$ cat src/hdl/vrmv_pkg.sv
package vrmv_pkg;

  // Field widths.
  localparam int CAL_W  = 12;
  localparam int CODE_W = 16;
  localparam int UV_W   = 32;

  // Conversion constants.
  localparam longint unsigned SUPPLY_REF_UV    = 64'd3000000;
  localparam longint unsigned OVERSAMPLE_SCALE = 64'd16;
  localparam int unsigned     CODE_FULL_SCALE  = 32'd65535;
  localparam int unsigned     CALIBRATION_MAX  = 32'd4095;
  localparam logic [CAL_W-1:0] CAL_RESET       = 12'd1671;

  // Dividend of the supply division is the calibration word times NUM_SCALE.
  localparam longint unsigned NUM_SCALE = SUPPLY_REF_UV * OVERSAMPLE_SCALE;
  localparam longint unsigned NUM_MAX   = NUM_SCALE * CALIBRATION_MAX;
  localparam int NUM_W = $clog2(NUM_MAX + 64'd1);

  // Channel product and the full-scale divisor, which is 2**FS_W - 1.
  localparam int PROD_W = CODE_W + UV_W;
  localparam int FS_W   = 16;
  localparam int Y_W    = PROD_W + 2 * FS_W + 1;

  // Operand stage, one stage per quotient bit, three channel stages.
  localparam int PIPE_LAT = 1 + NUM_W + 3;

  typedef logic [CAL_W-1:0] cal_t;

  typedef enum logic [1:0] {
    STATUS_OK       = 2'd0,
    STATUS_INVALID  = 2'd1,
    STATUS_OVERFLOW = 2'd2
  } status_t;

  typedef struct packed {
    logic [CODE_W-1:0] reference_code;
    logic [CODE_W-1:0] channel_code;
  } in_item_t;

  typedef struct packed {
    logic [UV_W-1:0] supply_microvolts;
    logic [UV_W-1:0] channel_microvolts;
    status_t         result_status;
  } out_item_t;

  // Sideband that rides along the divider.
  typedef struct packed {
    logic              arg_invalid;
    logic [CODE_W-1:0] channel_code;
  } div_tag_t;

  typedef struct packed {
    logic [NUM_W-1:0]  numerator;
    logic [CODE_W-1:0] divisor;
    div_tag_t          tag;
  } div_op_t;

endpackage

$ cat src/hdl/vrmv_chan.sv
module vrmv_chan (
  input  logic                       clk,
  input  logic                       rst_n,
  input  logic                       quot_valid,
  input  logic [vrmv_pkg::NUM_W-1:0] quot,
  input  vrmv_pkg::div_tag_t         quot_tag,
  output logic                       res_strobe,
  output vrmv_pkg::out_item_t        res_item
);
  import vrmv_pkg::*;

  // Stage 1: status and channel product.
  logic              vld1_r, vld1_nxt;
  logic [PROD_W-1:0] prod1_r, prod1_nxt;
  logic [UV_W-1:0]   sup1_r, sup1_nxt;
  status_t           stat1_r, stat1_nxt;
  logic              sup_ovf;
  logic              code_bad;

  always_comb begin
    sup_ovf   = (quot[NUM_W-1:UV_W] != '0);
    code_bad  = (32'(quot_tag.channel_code) > CODE_FULL_SCALE) ||
                (quot[UV_W-1:0] == '0);
    vld1_nxt  = quot_valid;
    sup1_nxt  = quot[UV_W-1:0];
    prod1_nxt = PROD_W'(quot_tag.channel_code) * PROD_W'(quot[UV_W-1:0]);
    if (quot_tag.arg_invalid) begin
      stat1_nxt = STATUS_INVALID;
    end else if (sup_ovf) begin
      stat1_nxt = STATUS_OVERFLOW;
    end else if (code_bad) begin
      stat1_nxt = STATUS_INVALID;
    end else begin
      stat1_nxt = STATUS_OK;
    end
  end

  // Stage 2: quotient estimate for the product over 2**FS_W - 1, taken as
  // x * (2**2W + 2**W + 1) / 2**3W. It is exact or one short.
  logic              vld2_r, vld2_nxt;
  logic [PROD_W-1:0] prod2_r;
  logic [UV_W-1:0]   sup2_r;
  status_t           stat2_r;
  logic [UV_W-1:0]   qest2_r, qest2_nxt;
  logic [Y_W-1:0]    yprod;

  always_comb begin
    yprod = (Y_W'(prod1_r) << (2 * FS_W)) + (Y_W'(prod1_r) << FS_W) + Y_W'(prod1_r);
    qest2_nxt = yprod[3 * FS_W +: UV_W];
    vld2_nxt  = vld1_r;
  end

  // Stage 3: remainder check corrects the estimate; errors zero the values.
  logic        vld3_r, vld3_nxt;
  out_item_t   item3_r, item3_nxt;
  logic [PROD_W-1:0] rem;
  logic [UV_W-1:0]   chan_q;

  always_comb begin
    rem = prod2_r - (PROD_W'(qest2_r) << FS_W) + PROD_W'(qest2_r);
    chan_q = (rem >= PROD_W'(CODE_FULL_SCALE)) ? qest2_r + 1'b1 : qest2_r;
    vld3_nxt = vld2_r;
    item3_nxt.result_status = stat2_r;
    if (stat2_r == STATUS_OK) begin
      item3_nxt.supply_microvolts  = sup2_r;
      item3_nxt.channel_microvolts = chan_q;
    end else begin
      item3_nxt.supply_microvolts  = '0;
      item3_nxt.channel_microvolts = '0;
    end
  end

  always_ff @(posedge clk) begin
    if (!rst_n) begin
      vld1_r <= 1'b0;
      vld2_r <= 1'b0;
      vld3_r <= 1'b0;
    end else begin
      vld1_r <= vld1_nxt;
      vld2_r <= vld2_nxt;
      vld3_r <= vld3_nxt;
    end
  end

  always_ff @(posedge clk) begin
    prod1_r <= prod1_nxt;
    sup1_r  <= sup1_nxt;
    stat1_r <= stat1_nxt;
    prod2_r <= prod1_r;
    sup2_r  <= sup1_r;
    stat2_r <= stat1_r;
    qest2_r <= qest2_nxt;
    item3_r <= item3_nxt;
  end

  assign res_strobe = vld3_r;
  assign res_item   = item3_r;

endmodule

$ cat config.mk
export PLATFORM = sky130hd
export DESIGN_NAME = vrmv_chan
export DESIGN_NICKNAME = d
export VERILOG_FILES = /design/src/hdl/vrmv_pkg.sv /design/src/hdl/vrmv_chan.sv
export SDC_FILE = /design/constraint.sdc
export NUM_CORES = 2
export LEC_CHECK = 0
export BUFFER_PORTS_ARGS = -buffer_cell sky130_fd_sc_hd__buf_2
export CELL_PAD_IN_SITES_DETAIL_PLACEMENT = 1
export CELL_PAD_IN_SITES_GLOBAL_PLACEMENT = 1
export CORE_UTILIZATION = 54
export DETAILED_ROUTE_END_ITERATION = 7
export PLACE_DENSITY = 0.95
export SETUP_SLACK_MARGIN = 0.3
export SLEW_MARGIN = 25
export SYNTH_ARGS = -nofsm -noshare
export SYNTH_HDL_FRONTEND = slang
export SYNTH_SLANG_ARGS = --single-unit
$ cat constraint.sdc
create_clock -name clk -period 16.1 [get_ports clk]
set_clock_uncertainty 0.1 [all_clocks]
set_input_delay 0 -clock clk [delete_from_list [all_inputs] [get_ports clk]]
set_output_delay 0 -clock clk [all_outputs]
set_load 0.01 [all_outputs]
Word-level counts from Yosys, hierarchy flattened
Cells that the tools add are included.
Word-level totals
  register bits: 265
  bits of input ports: 58
  output and inout bits: 67
  word-level logic and storage cells: 26
Cells by class
  add/sub/neg operators: 5
  multipliers: 1
  $lt $le $gt $ge: 1
  mux-type cells: 3
  reduce and logical (&&, ||, !) cells: 3
Operators by type and width (count)
  80-bit by 48-bit adder with 80-bit output: 1
  80-bit by 64-bit adder with 80-bit output: 1
  48-bit by 32-bit adder with 48-bit output: 1
  48-bit by 16-bit >= comparator with 1-bit output, second input constant: 1
  16-bit by 32-bit multiplier with 48-bit output: 1
  48-bit subtractor: 1
  32-bit by 1-bit adder with 32-bit output, second input constant: 1
  32-bit zero test: 1
  32-bit 2-to-1 mux: 1
  6-bit nonzero test: 1
  2-bit zero test: 1
  2-bit 2-to-1 mux: 1
  1-bit 2-to-1 mux: 1

Logic depth before layout (Yosys ltp)
  depth after elaboration: 4
  depth in mapped cells: 27
  mapped depth without buffers: 26

Worst setup path before layout
Ideal clock, no wire load.
  kind: input to register
  start: in quot_tag[12] (netlist bit)
  end: reg prod1_r[47]
  setup time: 122 ps
  arrival: 6238 ps
  data required time: 15878 ps
  setup slack: 9639 ps
  cell stages on the path: 24
  buffers on the path: 1
  path through: clkbuf_1 -> nand2_1 -> fa_1 -> inv_1 -> fa_1 -> fa_1 -> fa_1 -> fa_1 -> inv_1 -> fa_1 -> inv_1 -> ha_1 -> a21oi_1 -> o21bai_1 -> a21o_1 -> a21o_1 -> a21o_1 -> a2111oi_0 -> a21oi_1 -> o21ai_0 -> o21ai_0 -> a31oi_1 -> a2111oi_0 -> a311o_1
On the way
  longest elaborated chain between the ends: 1
Ends and longest elaborated chain
  start: declaration: RTL line vrmv_chan.sv:6  | input vrmv_pkg::div_tag_t quot_tag,
  16-bit by 32-bit multiplier with 48-bit output: RTL line vrmv_chan.sv:26  | prod1_nxt = PROD_W'(quot_tag.channel_code) * PROD_W'(quot[UV_W-1:0]);
  named net prod1_nxt[47]: RTL line vrmv_chan.sv:14  | logic [PROD_W-1:0] prod1_r, prod1_nxt;
  end signal: assignment: RTL line vrmv_chan.sv:86  | prod1_r <= prod1_nxt;
  end: declaration: RTL line vrmv_chan.sv:14
The timed path passes the listed nets, and every way through them passes these cells.
A chain may end at the register's enable or synchronous reset.

Final worst setup path
  start: in quot[3] (netlist bit)
  end: reg prod1_r[37]
On the way
  longest elaborated chain between the ends: 1
Ends and longest elaborated chain
  start: declaration: RTL line vrmv_chan.sv:5  | input logic [vrmv_pkg::NUM_W-1:0] quot,
  16-bit by 32-bit multiplier with 48-bit output: RTL line vrmv_chan.sv:26
  named net prod1_nxt[37]: RTL line vrmv_chan.sv:14
The timed path passes the listed nets, and every way through them passes these cells.

==> results.md <==
- Number of inserted filler cells in the final layout: 6036
- CP startpoint kind: input port
- Number of standard-cell rows in the floorplan: 84
- Average instance area after synthesis: 9.07 µm²
- Initial core utilization: 55.1%
- Pre-Repair DR Iteration Count: 7
- Worst-case reg-to-reg path depth: 16
- GP Congestion: 0.952
- Max Transition Viols Final: 0
- CP max stage delay: a little over 0.8 ns
- Clock Tree Buf Depth: 3
- Number of buffers created by CTS: 30
- Final worst path period need: slightly below 9 ns
- Syn_nets: between 4000 and 5000
- EDFF count, synth: 0
- RSZ-0062 raised after global routing: false
- Pin count of the biggest net entering global routing: 50
- Run status: finished, final reports clean
- HPWL after detailed placement: 79100 µm
- Number of flip-flops and latches in the synthesized netlist: 265
- Tightest slew margin relative to the limit: 24.8%
- Primary flip-flop cell chosen by synthesis mapping: sky130_fd_sc_hd__dfxtp_1
- Clock-pin slew reported for the worst setup and hold paths after clock tree synthesis: 0.07 ns
- Violation count after the first detailed-route iteration: 3818
- Sequential cell area fraction in the yosys report: 18.2%
- Layout cell share with drive strength beyond 1: roughly 6%
- Max_cap viols: 0
- Hold Vio Cnt, Final: 0
- Top cell family by delay on the critical path: adder cells
- Hold_sp: rst_n
- Critical path depth in cells: 24
- Clock Sink Count: roughly 270
- Crit-path slowest cell: sky130_fd_sc_hd__fa_1
- Most frequent cells in the layout: 602 x sky130_fd_sc_hd__inv_1, 450 x sky130_fd_sc_hd__fa_1, 401 x sky130_fd_sc_hd__nand2_1
- DIE HEIGHT: 234 µm
- Clock Tree Root: sky130_fd_sc_hd__clkbuf_16
- Number of nets in the layout: approximately 4100
- Met1 WL: approximately 43000 µm
- FF-to-FF setup slack: 9.65 ns
- DIE WIDTH: between 200 and 250 µm
- Commonest non-fill, non-tap cell in the layout: sky130_fd_sc_hd__inv_1
- Post-Syn Area: around 0.03 mm²
- Top layer reached by signal wires: met5
- Level count of the clock H-tree: 1
- CP max FO: 18
- Count of nets left with antenna violations after detail routing: 0
- Worst slew pin tran: 1.12 ns
- Critical path endpoint category: register
- Worst R2R End: res_item[21]
- Category of the critical setup timing path: in2reg
- Wire length of the first global-routing pass: 198000 µm
- DR DRC count: 0
- Wire length per cell: roughly 33 µm
- Clock insertion delay at the later pin of the skew report: roughly 0.67 ns
- DR vias: between 20000 and 30000
- Launching element of the worst setup path: quot[3]
- Required time at the worst-slack endpoint: about 16 ns
- Antenna violations before repair: 8
- Worst setup path endpoint: prod1_r[37]
- Boundary Pins: about 130
- Cell seen most often among critical-path stages: sky130_fd_sc_hd__fa_1
- Arrival time worst endpoint: 9.32 ns
- Count of port buffers added during placement: ~120
- Mapped Cells: approximately 3200
- Accumulated negative setup slack: 0 ns
- Final cycle utilization of the critical path: 55.5%
- Grt ovf: 0
- Yosys warnings: 0
- Max Clk Rate: 112 MHz
- Mean number of vias per cell: 6.87
- Launch instance of the worst register-to-register path: qest2_r[16]
- Tot GR Track Use: 49.7%
- Path class of the lowest-slack min-delay path: in2reg
- Detailed route wirelength on metal2: roughly 57000 µm
- Distinct cell type count of the synthesized netlist: 80
- CP bufs+invs: 5
- Proportion of synthesized flip-flops having asynchronous set or reset: 0%
- Vias in the first global route: between 20000 and 30000
- Final routed wirelength across all metal layers: around 130000 µm
- Area Growth Syn to Fin: 8.25%
- CTS tree: built
- Setup-failing EPs final: 0
- Cells along the critical path: dlygate4sd3_1, buf_2, and2_1, fa_1, fa_1, fa_1, fa_1, fa_1, inv_1, fa_1, inv_1, ha_1, inv_1, o21bai_1, a21o_1, a21o_1, a21o_1, a2111oi_0, a21oi_1, o21ai_0, o21ai_0, a311oi_1, o21ai_0, xor2_1
- Area of the die: 0.0549 mm²
- Detailed route wirelength on metal3: 18400 µm
- Total core area: 0.0530 mm²
[what timing repair did]
item / 4_1_cts / 5_1_grt
hold buffers: 42 / 0
endpoints found under the hold margin: 38 / 0
buffers inserted: 0 / 0
resized for setup: 0 / 0
[worst min path at each step]
stage            endpoint  slack (ns)  cells after the start
2_1_floorplan   sup1_r[0]       -0.07                      0
3_3_place_gp   stat1_r[1]        0.07                      2
3_5_place_dp   stat1_r[1]        0.08                      2
4_1_cts        res_strobe        0.04                      3
5_1_grt        res_strobe        0.11                      3
6_report       res_strobe        0.06                      3
[metrics by stage]
stage	setup slack, ns	utilization, %	hold slack, ns	cell area (µm²)	cells
global placement	8.78	56.9	0.0744	30100	3903
detailed placement	8.22	56.9	0.0788	30100	3903
global route	7.22	59.6	0.109	31600	4000
finish	7.16	59.6	0.0634	31600	4003
CTS	8.04	59.6	0.0396	31600	3998
floorplan	9.64	-	-0.0723	29200	3217
[layout make-up]
| type | instances | area (µm²) | area share [%] |
|---|---|---|---|
| diodes | 5 | 12.5 | 0.0396 |
| clock buffers | 42 | 876 | 2.77 |
| clock inverters | 11 | 119 | 0.377 |
| inverters | 602 | 2260 | 7.16 |
| multi-input cells | 2223 | 21100 | 66.8 |
| flip-flops and latches | 265 | 5310 | 16.8 |
| well taps | 688 | 861 | 2.73 |
| repair buffers | 167 | 1050 | 3.32 |
[cell families (layout without fill, tap and decap cells)]
family	Yosys count	in the layout	synth area share [%]
simple gates	952	952	16.3
buf+inv	729	822	9.53
fa+ha+maj	727	727	42.8
compound gates	441	441	10.1
flops	265	265	18.2
xor+xnor	93	93	2.79
mux	10	10	0.356
other cells	0	5	0
[cells in the mapped netlist, types with 5 or more instances]
cell,number,area [µm²]
sky130_fd_sc_hd__a211oi_1,10,75.1
sky130_fd_sc_hd__nor2b_1,12,75.1
sky130_fd_sc_hd__o311ai_1,9,78.8
sky130_fd_sc_hd__ha_1,277,3470
sky130_fd_sc_hd__o21bai_1,15,113
sky130_fd_sc_hd__a2111oi_0,5,43.8
sky130_fd_sc_hd__nand4_1,38,238
sky130_fd_sc_hd__a211o_1,6,52.6
sky130_fd_sc_hd__buf_2,9,45.0
sky130_fd_sc_hd__nand3_1,39,195
sky130_fd_sc_hd__dfxtp_1,265,5310
sky130_fd_sc_hd__nand2_1,401,1510
sky130_fd_sc_hd__o21ai_1,9,45.0
sky130_fd_sc_hd__a21oi_1,137,686
sky130_fd_sc_hd__or4_1,11,82.6
sky130_fd_sc_hd__or3_1,13,81.3
sky130_fd_sc_hd__and3_1,11,68.8
sky130_fd_sc_hd__clkbuf_1,113,424
sky130_fd_sc_hd__nor2_1,88,330
sky130_fd_sc_hd__xnor2_1,60,526
sky130_fd_sc_hd__nor4_1,17,106
sky130_fd_sc_hd__o21ai_0,56,280
sky130_fd_sc_hd__or2_2,6,37.5
sky130_fd_sc_hd__o31ai_1,13,97.6
sky130_fd_sc_hd__and2_1,261,1630
sky130_fd_sc_hd__o41ai_1,10,87.6
sky130_fd_sc_hd__mux2i_1,7,70.1
sky130_fd_sc_hd__a31oi_1,12,75.1
sky130_fd_sc_hd__a311oi_1,5,43.8
sky130_fd_sc_hd__nand2b_1,16,100
sky130_fd_sc_hd__a21o_1,58,435
sky130_fd_sc_hd__o21a_1,21,158
sky130_fd_sc_hd__o311ai_0,5,43.8
sky130_fd_sc_hd__o211a_1,5,50.1
sky130_fd_sc_hd__fa_1,450,9010
sky130_fd_sc_hd__inv_1,602,2260
sky130_fd_sc_hd__xor2_1,33,289
sky130_fd_sc_hd__nor3_1,14,70.1
sky130_fd_sc_hd__a21boi_0,8,60.1
sky130_fd_sc_hd__and4_1,12,105
sky130_fd_sc_hd__o211ai_1,7,52.6
[flip-flops by register name, indices dropped and copies added (netlist names), 2 cells and up]
name / flops
sup2_r: 32
qest2_r: 32
sup1_r: 32
stat2_r: 2
res_item: 66
stat1_r: 2
prod2_r: 48
prod1_r: 48
[per-layer routing]
metal / track usage, % / up-vias
met2: 74.8 / 2744
met3: 21.7 / 1083
met5: 2.77 / -
met4: 39.9 / 14
met1: 54.5 / 13309
li1: - / 10339
[tightest hold or removal path, delay by kind of cell]
kind	cells	cell delay [ns]
buffers and inverters	2	0.64
AND/OR/NAND/NOR	1	0.11
Power is not shown: default switching activity piles up to over one toggle a cycle in this logic, so the estimate is an artifact.
