===== config.mk =====
export PLATFORM = sky130hd
export DESIGN_NAME = vrmv_div
export DESIGN_NICKNAME = d
export VERILOG_FILES = /design/src/hdl/vrmv_pkg.sv /design/src/hdl/vrmv_div.sv
export SDC_FILE = /design/constraint.sdc
export NUM_CORES = 2
export LEC_CHECK = 0
export BUFFER_PORTS_ARGS = -buffer_cell sky130_fd_sc_hd__buf_2
export CAP_MARGIN = 20
export CORE_UTILIZATION = 55
export DETAILED_ROUTE_END_ITERATION = 10
export PLACE_DENSITY = 0.76
export SLEW_MARGIN = 15
export SYNTH_ARGS = -nofsm -noshare
export SYNTH_HDL_FRONTEND = slang
export SYNTH_SLANG_ARGS = --single-unit

===== constraint.sdc =====
create_clock -name clk -period 2.5 [get_ports clk]
set_input_delay 0.25 -clock clk [delete_from_list [all_inputs] [get_ports clk]]
set_output_delay 0.25 -clock clk [all_outputs]
set_load 0.005 [all_outputs]

===== src/hdl/vrmv_pkg.sv =====
package vrmv_pkg;

  // Field widths.
  localparam int CAL_W  = 12;
  localparam int CODE_W = 16;
  localparam int UV_W   = 32;

  // Conversion constants.
  localparam longint unsigned SUPPLY_REF_UV    = 64'd3000000;
  localparam longint unsigned OVERSAMPLE_SCALE = 64'd16;
  localparam int unsigned     CODE_FULL_SCALE  = 32'd65535;
  localparam int unsigned     CALIBRATION_MAX  = 32'd4095;
  localparam logic [CAL_W-1:0] CAL_RESET       = 12'd1671;

  // Dividend of the supply division is the calibration word times NUM_SCALE.
  localparam longint unsigned NUM_SCALE = SUPPLY_REF_UV * OVERSAMPLE_SCALE;
  localparam longint unsigned NUM_MAX   = NUM_SCALE * CALIBRATION_MAX;
  localparam int NUM_W = $clog2(NUM_MAX + 64'd1);

  // Channel product and the full-scale divisor, which is 2**FS_W - 1.
  localparam int PROD_W = CODE_W + UV_W;
  localparam int FS_W   = 16;
  localparam int Y_W    = PROD_W + 2 * FS_W + 1;

  // Operand stage, one stage per quotient bit, three channel stages.
  localparam int PIPE_LAT = 1 + NUM_W + 3;

  typedef logic [CAL_W-1:0] cal_t;

  typedef enum logic [1:0] {
    STATUS_OK       = 2'd0,
    STATUS_INVALID  = 2'd1,
    STATUS_OVERFLOW = 2'd2
  } status_t;

  typedef struct packed {
    logic [CODE_W-1:0] reference_code;
    logic [CODE_W-1:0] channel_code;
  } in_item_t;

  typedef struct packed {
    logic [UV_W-1:0] supply_microvolts;
    logic [UV_W-1:0] channel_microvolts;
    status_t         result_status;
  } out_item_t;

  // Sideband that rides along the divider.
  typedef struct packed {
    logic              arg_invalid;
    logic [CODE_W-1:0] channel_code;
  } div_tag_t;

  typedef struct packed {
    logic [NUM_W-1:0]  numerator;
    logic [CODE_W-1:0] divisor;
    div_tag_t          tag;
  } div_op_t;

endpackage


===== src/hdl/vrmv_div.sv =====
module vrmv_div (
  input  logic                      clk,
  input  logic                      rst_n,
  input  logic                      op_valid,
  input  vrmv_pkg::div_op_t         op,
  output logic                      quot_valid,
  output logic [vrmv_pkg::NUM_W-1:0] quot,
  output vrmv_pkg::div_tag_t        quot_tag
);
  import vrmv_pkg::*;

  // Restoring division, one quotient bit per stage. The dividend shifts out
  // of the top of the work word while quotient bits shift in at the bottom.
  logic              vld_r  [NUM_W];
  logic [NUM_W-1:0]  work_r [NUM_W];
  logic [CODE_W-1:0] rem_r  [NUM_W];
  logic [CODE_W-1:0] dvs_r  [NUM_W];
  div_tag_t          tag_r  [NUM_W];

  for (genvar k = 0; k < NUM_W; k++) begin : g_stage
    logic              vld_in;
    logic [NUM_W-1:0]  work_in;
    logic [CODE_W-1:0] rem_in;
    logic [CODE_W-1:0] dvs_in;
    div_tag_t          tag_in;
    logic [CODE_W:0]   rem_sh;
    logic [CODE_W+1:0] diff;
    logic              qbit;
    logic              vld_nxt;
    logic [NUM_W-1:0]  work_nxt;
    logic [CODE_W-1:0] rem_nxt;

    if (k == 0) begin : g_first
      assign vld_in  = op_valid;
      assign work_in = op.numerator;
      assign rem_in  = '0;
      assign dvs_in  = op.divisor;
      assign tag_in  = op.tag;
    end else begin : g_next
      assign vld_in  = vld_r[k-1];
      assign work_in = work_r[k-1];
      assign rem_in  = rem_r[k-1];
      assign dvs_in  = dvs_r[k-1];
      assign tag_in  = tag_r[k-1];
    end

    always_comb begin
      rem_sh   = {rem_in, work_in[NUM_W-1]};
      diff     = {1'b0, rem_sh} - {2'b00, dvs_in};
      qbit     = ~diff[CODE_W+1];
      rem_nxt  = qbit ? diff[CODE_W-1:0] : rem_sh[CODE_W-1:0];
      work_nxt = {work_in[NUM_W-2:0], qbit};
      vld_nxt  = vld_in;
    end

    always_ff @(posedge clk) begin
      if (!rst_n) begin
        vld_r[k] <= 1'b0;
      end else begin
        vld_r[k] <= vld_nxt;
      end
    end

    always_ff @(posedge clk) begin
      work_r[k] <= work_nxt;
      rem_r[k]  <= rem_nxt;
      dvs_r[k]  <= dvs_in;
      tag_r[k]  <= tag_in;
    end
  end

  assign quot_valid = vld_r[NUM_W-1];
  assign quot       = work_r[NUM_W-1];
  assign quot_tag   = tag_r[NUM_W-1];

endmodule


# Word-level counts from Yosys, hierarchy flattened
# Memory sizes are Yosys's and may differ from the RTL's.
# Cells that the tools add are included.
[totals] ff_bits=0 ram_bits=3344 in_bits=74 output_inout_bits=56 elab_cells=197 n_memories=5
[classes] add_sub_neg=38 n_mux=78 bitwise_logic=76
[memory_table] name="work_r" words=38 width=38 rd=38 rd_ports_with_merged_regs=0 write_ports=38 line_no="vrmv_div.sv:15" text="logic [NUM_W-1:0] work_r [NUM_W];"
[memory_table] name="tag_r" words=38 width=17 rd=38 rd_ports_with_merged_regs=0 write_ports=38 line_no="vrmv_div.sv:18" text="div_tag_t tag_r [NUM_W];"
[memory_table] name="dvs_r" words=38 width=16 rd=37 rd_ports_with_merged_regs=0 write_ports=38 line_no="vrmv_div.sv:17" text="logic [CODE_W-1:0] dvs_r [NUM_W];"
[memory_table] name="rem_r" words=38 width=16 rd=37 rd_ports_with_merged_regs=0 write_ports=38 line_no="vrmv_div.sv:16" text="logic [CODE_W-1:0] rem_r [NUM_W];"
[memory_table] name="vld_r" words=38 width=1 rd=38 rd_ports_with_merged_regs=0 write_ports=38 line_no="vrmv_div.sv:14" text="logic vld_r [NUM_W];"
[ops] op="$sub A17 B16 Y18" n=37
[ops] op="$mux W16" n=38
[ops] op="$mux W1" n=40
[ops] op="$not A1 Y1" n=38
[ops] op="$or A1 B1 Y1" n=38
[ops] op="$sub A1 B16 Y17" n=1

# Logic depth before layout (Yosys ltp)
# An unclocked memory read counts as a cell.
[depth] depth_word=3 depth_mapped=12 ltp_nobuf=11

# Worst setup path before layout
# OpenSTA, ideal clock, no wires.
[synth_timing] path_type="flip-flop to flip-flop" from="memory work_r[3][37] in the netlist's numbering" to="memory rem_r[25][14]" setup_ps=121 arrival_time_ps=2518 required_time_ps=2379 slack_ps=-139 stages_incl_launch_ff=12 n_path_buf=0 synth_period_minus_slack_ps=2639 cell_sequence="dfxtp_1 -> inv_1 -> ha_1 -> inv_1 -> fa_1 -> a211oi_1 -> nor2_1 -> o41ai_1 -> o21ai_0 -> a221oi_1 -> xnor2_1 -> mux2_2"
[synth_lines] item="from (decl)" line_no="vrmv_div.sv:15"
[synth_lines] item="to (decl)" line_no="vrmv_div.sv:16"

==> report_table.html <==
<table>
<tr><th>Metric</th><th>Value</th></tr>
<tr><th colspan="2">Worst setup path</th></tr>
<tr><td>Delay of the slowest cell on the worst path</td><td>0.36 ns</td></tr>
<tr><td>Total number of cells along the worst setup path</td><td>9</td></tr>
<tr><td>Endpoint of the worst register-to-register path</td><td>rem_r[24][4]</td></tr>
<tr><td>Crit Path Max Fanout</td><td>8</td></tr>
<tr><td>Beginning of the critical path</td><td>dvs_r[23][1]</td></tr>
<tr><td>Most used cell along the critical path</td><td>o31a_1</td></tr>
<tr><td>Capturing instance or port of the critical path</td><td>rem_r[24][4]</td></tr>
<tr><td>Logic depth of the worst register-to-register path</td><td>9</td></tr>
<tr><td>Chain of cells forming the critical path</td><td>inv_2, ha_4, nor2b_4, o31a_1, o31a_1, a211o_1, o31a_1, buf_12, mux2_4</td></tr>
<tr><td>Flop2flop setup slack</td><td>-0.15 ns</td></tr>
<tr><td>Arrival time of data at the critical path endpoint</td><td>3.43 ns</td></tr>
<tr><td>Startpoint type of the worst setup path</td><td>flop</td></tr>
<tr><td>Class of the most critical setup path</td><td>reg -&gt; reg</td></tr>
<tr><td>Element type at the critical path end</td><td>flop</td></tr>
<tr><td>Critical path buffer and inverter count</td><td>2</td></tr>
<tr><td>Start of the worst register-to-register path</td><td>dvs_r[23][1]</td></tr>
<tr><td>Largest delay contributor family on the critical path</td><td>compound AO/OA/AOI/OAI gates</td></tr>
<tr><td>CP max-delay cell</td><td>o31a_1</td></tr>
<tr><td>Critical Path RT</td><td>roughly 3.3 ns</td></tr>
<tr><th colspan="2">Power</th></tr>
<tr><td>Logic pwr share</td><td>a little under two fifths</td></tr>
<tr><td>Internal cell power</td><td>130.3 mW</td></tr>
<tr><td>Power density over the cells</td><td>1464 nW/um2</td></tr>
<tr><td>Share of total power in sequential cells</td><td>37.2%</td></tr>
<tr><td>Power, Total</td><td>between 150 and 200 mW</td></tr>
<tr><td>Static Leak</td><td>57.70 nW</td></tr>
<tr><td>Net switching power figure</td><td>between 50 and 60 mW</td></tr>
<tr><td>Peak supply drop</td><td>approximately 0.93 mV</td></tr>
<tr><td>Switching share of power</td><td>31.33%</td></tr>
<tr><td>Share of total power in the clock network</td><td>between 20% and 30%</td></tr>
<tr><th colspan="2">Yosys</th></tr>
<tr><td>Synth warn</td><td>0</td></tr>
<tr><td>Register area share after synthesis</td><td>64.47%</td></tr>
<tr><td>Mapped Avg Cell Area</td><td>11.89 um2</td></tr>
<tr><td>Synthesis-stage register bit count</td><td>between 3000 and 4000</td></tr>
<tr><td>Number of enable flip-flop cells after synthesis</td><td>0</td></tr>
<tr><td>Number of standard cells after synthesis</td><td>just under 9000</td></tr>
<tr><td>Unique cell type count in the Yosys netlist</td><td>86</td></tr>
<tr><td>Post-synth ARST share</td><td>0%</td></tr>
<tr><td>Prevailing post-synth register cell</td><td>dfxtp_1</td></tr>
<tr><td>Mapped cell area</td><td>102800 um2</td></tr>
<tr><th colspan="2">Detailed routing</th></tr>
<tr><td>Wire length per cell after detailed routing</td><td>16.22 um</td></tr>
<tr><td>Vias after detailed routing</td><td>approximately 65000</td></tr>
<tr><td>1st-iter DRT viols</td><td>3679</td></tr>
<tr><td>Pre-antenna DRT Iters</td><td>5</td></tr>
<tr><td>Wirelength, routed</td><td>206600 um</td></tr>
<tr><td>DRC violations left</td><td>0</td></tr>
<tr><td>Number of vias per cell after detailed routing</td><td>~5</td></tr>
<tr><td>Post-route antenna net violation count</td><td>0</td></tr>
<tr><th colspan="2">Clocking</th></tr>
<tr><td>Worst-case clock buffer depth</td><td>4</td></tr>
<tr><td>TritonCTS Buffers</td><td>roughly 320</td></tr>
<tr><td>Clock latency on the worst-skew pair</td><td>about 0.94 ns</td></tr>
<tr><td>TritonCTS clock tree</td><td>done</td></tr>
<tr><td>Root cell of the clock tree</td><td>clkbuf_16</td></tr>
<tr><td>Num Clock Sinks</td><td>3312</td></tr>
<tr><td>Clock transition time at the flip-flop clock pins of the worst setup and hold paths</td><td>roughly 0.060 ns</td></tr>
<tr><td>Number of H-tree levels</td><td>5</td></tr>
<tr><th colspan="2">Die</th></tr>
<tr><td>Die X</td><td>434.4 um</td></tr>
<tr><td>Core area</td><td>185600 um2</td></tr>
<tr><td>Initial cell density of the core</td><td>a little under three fifths</td></tr>
<tr><td>Row count</td><td>158</td></tr>
<tr><td>Top-level port count</td><td>130</td></tr>
<tr><td>Die area</td><td>188700 um2</td></tr>
<tr><td>Die height</td><td>434.4 um</td></tr>
<tr><th colspan="2">STA</th></tr>
<tr><td>Worst-margin pin slew</td><td>around 0.57 ns</td></tr>
<tr><td>Setup violation total in the final timing report</td><td>67</td></tr>
<tr><td>Normalized max-slew margin</td><td>61.53%</td></tr>
<tr><td>Worst-case clock skew</td><td>0.05841 ns</td></tr>
<tr><td>Worst hold slack</td><td>approximately 0.14 ns</td></tr>
<tr><td>Period minus WS final</td><td>approximately 2.7 ns</td></tr>
<tr><td>Final worst-path cycle share</td><td>106.1%</td></tr>
<tr><td>Hold Violations, Final</td><td>0</td></tr>
<tr><td>Maximum clock rate</td><td>0.3772 GHz</td></tr>
<tr><td>Unrepaired setup endpoints after global routing</td><td>yes</td></tr>
<tr><td>Slew Viols, Final</td><td>0</td></tr>
<tr><td>Setup slack of the critical path after layout</td><td>-0.1514 ns</td></tr>
<tr><th colspan="2">Global routing</th></tr>
<tr><td>Wire length of the first global-routing pass</td><td>325000 um</td></tr>
<tr><td>Initial antenna violation count</td><td>1</td></tr>
<tr><td>GRT Util Overall</td><td>20.93%</td></tr>
<tr><td>Maximum number of pins on one net before global-route repair</td><td>39</td></tr>
<tr><td>Via count of the first global-routing pass</td><td>65990</td></tr>
<tr><td>Overall overflow remaining after global route</td><td>0</td></tr>
<tr><th colspan="2">Flow run</th></tr>
<tr><td>Max_cap viols</td><td>0</td></tr>
<tr><th colspan="2">Hold path</th></tr>
<tr><td>Type of the most critical hold path</td><td>in -&gt; reg</td></tr>
<tr><td>Hold path cells</td><td>2</td></tr>
<tr><th colspan="2">Final layout</th></tr>
<tr><td>Sequential cell area</td><td>66480 um2</td></tr>
<tr><td>Most frequent standard cell in the layout excluding fill and tap cells</td><td>dfxtp_1</td></tr>
<tr><td>Number of antenna cells inserted</td><td>0</td></tr>
<tr><td>Number of nets in the layout</td><td>10730</td></tr>
<tr><td>Area used by multi-input combinational logic</td><td>36870 um2</td></tr>
<tr><td>Top library cells by usage in the layout, fill and taps aside</td><td>dfxtp_1 (3189), buf_4 (825), inv_1 (733)</td></tr>
<tr><td>Fill cell instance count of the final layout</td><td>12370</td></tr>
<tr><td>P&amp;R area growth vs syn</td><td>25.99%</td></tr>
<tr><td>Proportion of layout cells with a drive suffix above 1</td><td>24.76%</td></tr>
<tr><th colspan="2">Status</th></tr>
<tr><td>Status</td><td>finished with violations</td></tr>
<tr><td>Failing checks</td><td>setup timing</td></tr>
<tr><th colspan="2">Placement</th></tr>
<tr><td>Port buffer count</td><td>129</td></tr>
<tr><td>Placer's final routability congestion estimate</td><td>just under 0.9</td></tr>
<tr><td>Post-Place Worst Slack</td><td>-0.3536 ns</td></tr>
<tr><td>DP Wirelength</td><td>~130000 um</td></tr>
</table>
[registers in the layout, summed over array words and instances, names as in the netlist]
register / cells
work_r: 1444
tag_r: 646
dvs_r: 592
rem_r: 592
vld_r: 38
[power groups by stage]
stage	clock network (mW)	logic [mW]	registers [mW]
after global placement	0	56.9	71.1
after detailed placement	0	58.6	71.2
final	48.3	70.8	70.6
after CTS	49.4	63.8	70.5
after global routing	51.7	77.1	71.7
after floorplan	0	42.0	68.9
[cell families (layout without fill, tap and decap cells)]
logic type               count (synthesis)  after routing  share of synthesized area, %
other                                    1              7                      0.003646
adder cells (fa/ha/maj)                629            629                         7.916
XOR/XNOR                               318            318                         2.708
AO/OA/AOI/OAI                         1756           1758                         11.33
multiplexers                           323            323                         3.588
AND/OR/NAND/NOR                       1411           1411                         6.570
flip-flops                            3312           3312                         64.47
buffers and inverters                  900           2497                         3.414
[synth_stat cells (25+ instances only)]
master,n,share of area [%]
a211oi_1,84,0.61
a21boi_0,41,0.30
a21o_1,185,1.4
a21oi_1,465,2.3
a31oi_1,57,0.35
and2_1,48,0.29
buf_2,46,0.22
clkbuf_1,65,0.24
dfxtp_1,3312,64
fa_1,36,0.70
ha_1,593,7.2
inv_1,760,2.8
mux2_2,268,2.9
nand2_1,358,1.3
nand2b_1,69,0.42
nand3_1,119,0.58
nor2_1,469,1.7
nor2b_1,51,0.31
nor3_1,98,0.48
nor4b_1,29,0.25
o211ai_1,26,0.19
o21a_1,135,0.99
o21ai_0,352,1.7
o21bai_1,30,0.22
o22ai_1,35,0.21
o311a_1,25,0.24
o31ai_1,77,0.56
xnor2_1,207,1.8
xor2_1,111,0.95
[cell type report]
| type | count | share of cell area (%) |
|---|---|---|
| tap | 2480 | 2.395 |
| sequential | 3312 | 51.31 |
| timing repair buffer | 1169 | 7.353 |
| clock inverter | 112 | 1.139 |
| inverter | 774 | 2.273 |
| timing repair inverter | 1 | 0.005794 |
| multi-input combinational | 4446 | 28.45 |
| clock buffer | 441 | 7.068 |
[worst min-delay path by stage]
| stage | startpoint | to |
|---|---|---|
| 2_1_floorplan | op[17] | dvs_r[0][0] |
| 3_3_place_gp | tag_r[9][6] | tag_r[10][6] |
| 3_5_place_dp | work_r[0][87] | work_r[0][126] |
| 4_1_cts | op[31] | work_r[0][0] |
| 5_1_grt | op[31] | work_r[0][0] |
| 6_report | op[18] | dvs_r[0][1] |
[repair_timing]
action,4_1_cts,5_1_grt
buffers inserted,92,108
hold buffers,143,0
pin swaps,126,255
endpoints found under the setup margin,415,498
endpoints found under the hold margin,118,0
resized for setup,363,610
gates cloned,8,8
[stage by stage]
stage	instance area, um2	util (%)	std cells	setup TNS, ns
after global placement	111500	60.04	11830	-19.85
after detailed placement	111500	60.04	11830	-35.73
final	129600	69.80	12740	-3.217
after global routing	129600	69.80	12740	-13.46
after CTS	125900	67.84	12620	-1.962
after floorplan	102900	-	8656	-0.006773
[routing by layer]
layer  GRT usage (%)  share of wire [%]  vias up  wire length [um]
met4           7.019                2.9        0              5983
li1                -                  -    32250                 -
met5               0                  0        -                 0
met1           25.18                 42    30940             87670
met2           37.95                 51     1322            105300
met3           3.139                3.7      473              7558
Note: power is estimated with default switching activity, not from simulation.
